$ cat src/design/sds_pkg.sv
`timescale 1ns / 1ps
// ----------------------------------------------------------------------------
// Shared dual stack package
// Types, codes and defaults for the shared dual stack core.
// ----------------------------------------------------------------------------
package sds_pkg;

    localparam int MAX_DEPTH_DEF     = 256;
    localparam int ELEMENT_WIDTH_DEF = 32;
    localparam int SIZE_W            = 9;
    localparam int OP_W              = 2;
    localparam int STATUS_W          = 2;
    localparam int VALUE_W           = 32;

    localparam logic [OP_W-1:0] OP_PUSH = 2'd0;
    localparam logic [OP_W-1:0] OP_POP  = 2'd1;
    localparam logic [OP_W-1:0] OP_PEEK = 2'd2;

    localparam logic [STATUS_W-1:0] STATUS_DONE  = 2'd0;
    localparam logic [STATUS_W-1:0] STATUS_FULL  = 2'd1;
    localparam logic [STATUS_W-1:0] STATUS_EMPTY = 2'd2;

    typedef enum logic [1:0] {
        S_IDLE,
        S_EXEC,
        S_READ
    } state_t;

    typedef struct packed {
        logic load;
        logic exec;
        logic capture;
    } cmd_t;

    typedef struct packed {
        logic needs_read;
    } stat_t;

endpackage

$ cat src/design/sds_controller.sv
`timescale 1ns / 1ps
// ----------------------------------------------------------------------------
// Shared dual stack controller
// Sequences each request through execute and, if needed, memory read.
// ----------------------------------------------------------------------------
module sds_controller (
    input  logic           clk,
    input  logic           rst_n,
    input  logic           start,
    output logic           busy,
    output logic           done,
    output sds_pkg::cmd_t  cmd,
    input  sds_pkg::stat_t stat
);

    sds_pkg::state_t state_reg;
    sds_pkg::state_t state_next;
    logic            done_reg;
    logic            done_next;

    always_ff @(posedge clk or negedge rst_n)
    begin
        if (!rst_n)
        begin
            state_reg <= sds_pkg::S_IDLE;
            done_reg  <= 1'b0;
        end
        else
        begin
            state_reg <= state_next;
            done_reg  <= done_next;
        end
    end

    always_comb
    begin
        state_next  = state_reg;
        done_next   = 1'b0;
        cmd.load    = 1'b0;
        cmd.exec    = 1'b0;
        cmd.capture = 1'b0;
        unique case (state_reg)
            sds_pkg::S_IDLE:
            begin
                if (start)
                begin
                    cmd.load   = 1'b1;
                    state_next = sds_pkg::S_EXEC;
                end
            end
            sds_pkg::S_EXEC:
            begin
                cmd.exec = 1'b1;
                if (stat.needs_read)
                begin
                    state_next = sds_pkg::S_READ;
                end
                else
                begin
                    done_next  = 1'b1;
                    state_next = sds_pkg::S_IDLE;
                end
            end
            sds_pkg::S_READ:
            begin
                cmd.capture = 1'b1;
                done_next   = 1'b1;
                state_next  = sds_pkg::S_IDLE;
            end
            default:
            begin
                state_next = sds_pkg::S_IDLE;
            end
        endcase
    end

    assign busy = state_reg != sds_pkg::S_IDLE;
    assign done = done_reg;

`ifndef SYNTHESIS
    a_accept_exec: assert property (@(posedge clk) disable iff (!rst_n)
        (start && !busy) |=> (state_reg == sds_pkg::S_EXEC))
        else $error("An accepted request did not enter execute.");

    a_read_after_exec: assert property (@(posedge clk) disable iff (!rst_n)
        (state_reg == sds_pkg::S_READ) |-> ($past(state_reg) == sds_pkg::S_EXEC))
        else $error("Memory read cycle not preceded by execute.");

    a_done_source: assert property (@(posedge clk) disable iff (!rst_n)
        done |-> (($past(state_reg) == sds_pkg::S_EXEC && !$past(stat.needs_read))
                  || $past(state_reg) == sds_pkg::S_READ))
        else $error("Result strobe without a finished request.");

    a_done_single: assert property (@(posedge clk) disable iff (!rst_n)
        done |=> !done)
        else $error("Result strobe held for more than one cycle.");
`endif

endmodule

$ cat config.mk
export PLATFORM = sky130hd
export DESIGN_NAME = sds_controller
export DESIGN_NICKNAME = d
export VERILOG_FILES = /design/src/design/sds_pkg.sv /design/src/design/sds_controller.sv
export SDC_FILE = /design/constraint.sdc
export NUM_CORES = 1
export LEC_CHECK = 0
export BUFFER_PORTS_ARGS = -buffer_cell sky130_fd_sc_hd__buf_2
export CAP_MARGIN = 40
export CORE_AREA = 8 8 45 47
export DETAILED_ROUTE_END_ITERATION = 10
export DIE_AREA = 0 0 53 55
export GPL_TIMING_DRIVEN = 0
export SLEW_MARGIN = 25
export SYNTH_ARGS = -nofsm -noshare
export SYNTH_HDL_FRONTEND = slang
export SYNTH_SLANG_ARGS = --single-unit
$ cat constraint.sdc
create_clock -name clk -period 3.2 [get_ports clk]
set_clock_uncertainty 0.15 [all_clocks]
set_input_delay 0.48 -clock clk [delete_from_list [all_inputs] [get_ports clk]]
set_output_delay 0.48 -clock clk [all_outputs]
set_load 0.005 [all_outputs]
==> results.json <==
{
  "r2r-end": "state_reg[0]",
  "cts_buffer_depth": 2,
  "avgSynthCellArea_sq_um": 11.8,
  "grt_pass1_vias": 178,
  "worstMarginPinSlew_ps": 156,
  "crit_slowest_cell": "dfrtp_1",
  "syn_nets": 25,
  "regArea_sq_um": 75.1,
  "area_delta_synth_final_pct": 48.1,
  "yosysTopAreaCell": "dfrtp_1",
  "maxUsedRoutingLayer": "met4",
  "crit_fanout": 3,
  "h-tree-depth": 1,
  "synth.top_cell.area_share": 0.375,
  "place.gp.congestion": 0.775,
  "ant_nets": 0,
  "hold_class": "in -> reg",
  "post-route-drc-count": 0,
  "die_w_um": 53,
  "worstHoldPathCells": 3,
  "grt_pass1_wl_um": 696,
  "cts.sinks": 3,
  "cp-end-kind": "primary output",
  "post_cts_buffers": 0,
  "route.met2.wl_um": 206,
  "grt_usage": 0.0372,
  "synth-seq-cells": 3,
  "met3WireLength_um": 42,
  "cp-start-kind": "flop",
  "total_power_mw": 0.268,
  "dp_hpwl_um": 348,
  "n_antenna_cell": 0,
  "routed_via_density": 3.30,
  "p_leak_nw": 0.169,
  "tritoncts": "done",
  "clkSlewWorstSetupHoldPaths_ps": 40,
  "multi_input_area_sq_um": 114,
  "slew_violations": 0,
  "critPathRequiredTime_ps": 2570,
  "ir_drop_v": 0.000169,
  "finalNetCount": 39,
  "final_common_cell": "buf_2",
  "ys_seq_area_frac": 0.375,
  "die_area_sq_mm": 0.00292,
  "port-buffer-count": 8,
  "coreArea_sq_mm": 0.00138,
  "layout_common_cells": "buf_2 (8), ha_1 (4), inv_1 (3), clkbuf_4 (3), dfrtp_1 (3)",
  "synthesis.area_sq_um": 200,
  "gr-total-overflow": 0,
  "cts-root-buf": "clkbuf_4",
  "drt_wl_total_um": 414,
  "r2r_start": "state_reg[0]",
  "fp-row-count": 14,
  "crit_arrival_ps": 1260,
  "status": "complete, no violations",
  "max_clock_freq_mhz": 528,
  "synth_area_leaders": "dfrtp_1 (38%), ha_1 (25%), mux2_4 (7.5%), nand2b_4 (6.9%), inv_1 (5.6%)",
  "drive_gt1_frac": 0.467,
  "clk_latency_ps": 230,
  "fillers": 161,
  "syn_inst": 17,
  "critical_path_class": "reg -> out",
  "power-per-cell-area_mw_per_mm2": 905,
  "hp-start": "stat",
  "fin_crit_sh": 0.592,
  "relSlewSlack": 0.896,
  "die_height_um": 55,
  "synthDistinctLibCells": 10,
  "crit_chain": "inv_1 -> ha_1 -> and2_2 -> buf_2",
  "holdPathEnd": "state_reg[1]",
  "wl_per_cell_um": 9.00,
  "io_pins": 9,
  "drt_iter0_drc": 0,
  "antenna_found_initial": 0,
  "largest_register_ffs": 2,
  "worst-r2r-cell-count": 4,
  "met1_length_um": 149,
  "hold_viol_final": 0,
  "setup_violations": 0,
  "min_period_ps": 1890,
  "r2r_setup_slack_ps": 1820,
  "rsz0062_at_grt": "no",
  "maxCapViolations": 0,
  "ys_warn_count": 0,
  "firstDrtPassIters": 1,
  "cts_made_buffers": 3,
  "setup_tns_ps": 0,
  "initial_core_util": 0.145,
  "vias": 152,
  "grt_max_degree": 5,
  "critPathMaxStageDelay_ps": 370
}
[repair_timing]
action | 4_1_cts | 5_1_grt
hold endpoints to repair | 3 | 0
gates resized for setup | 0 | 0
hold buffers | 1 | 0
[cells by family after synthesis]
family / count (synthesis) / share of synthesized area
adders and majority gates: 4 / 0.250
and+or+nand+nor: 4 / 0.156
buffers and inverters: 3 / 0.0562
DFF: 3 / 0.375
muxes: 2 / 0.125
AOI/OAI and AO/OA: 1 / 0.0375
[where the power goes]
part | internal, mW | switching (mW) | leakage (nW)
Clock | 0.0467 | 0.0195 | 0.0150
Combinational | 0.0734 | 0.0643 | 0.115
Sequential | 0.0541 | 0.0104 | 0.0386
[layer usage]
metal  up-vias  GRT usage
met1        67     0.0305
met5         -          0
met2         6     0.0527
li1         77          -
met4         0     0.0647
met3         2     0.0160
[worst max-delay path by stage]
stage / slack, ps / end / depth (start not counted) / startpoint
2_1_floorplan: 1720 / cmd[2] / 3 / state_reg[0]
3_3_place_gp: 1560 / cmd[2] / 4 / state_reg[0]
3_5_place_dp: 1540 / cmd[2] / 4 / state_reg[0]
4_1_cts: 1290 / cmd[2] / 4 / state_reg[0]
5_1_grt: 1230 / cmd[2] / 4 / state_reg[0]
6_report: 1310 / cmd[2] / 4 / state_reg[0]
[worst max-delay path, delay by kind of cell, from the launching register on]
family | cells | cell delay, ps
adder cells (fa/ha/maj) | 1 | 250
buffers and inverters | 2 | 210
flip-flops | 1 | 370
AND/OR/NAND/NOR | 1 | 200
[metrics by stage]
step / instances / setup slack, ps / instance area (sq um) / hold WS, ps / utilization
4_1_cts: 46 / 1290 / 297 / 349 / 0.214
5_1_grt: 46 / 1230 / 297 / 362 / 0.214
6_report: 46 / 1310 / 297 / 356 / 0.214
3_3_place_gp: 41 / 1560 / 260 / 126 / 0.188
2_1_floorplan: 17 / 1720 / 200 / 34.4 / -
3_5_place_dp: 41 / 1540 / 260 / 127 / 0.188
[cell usage after synthesis]
cell	instances
mux2i_1	1
and2_2	1
dfrtp_1	3
ha_1	4
o21a_1	1
nand2_1	1
mux2_4	1
nor2b_1	1
inv_1	3
nand2b_4	1
[cell type report]
type | instances | area share
multi-input combinational | 11 | 0.384
sequential | 3 | 0.253
timing repair buffer | 9 | 0.169
clock buffer | 4 | 0.0886
tap | 16 | 0.0675
inverter | 3 | 0.0380
No activity file was read; power rests on OpenSTA's default activity.
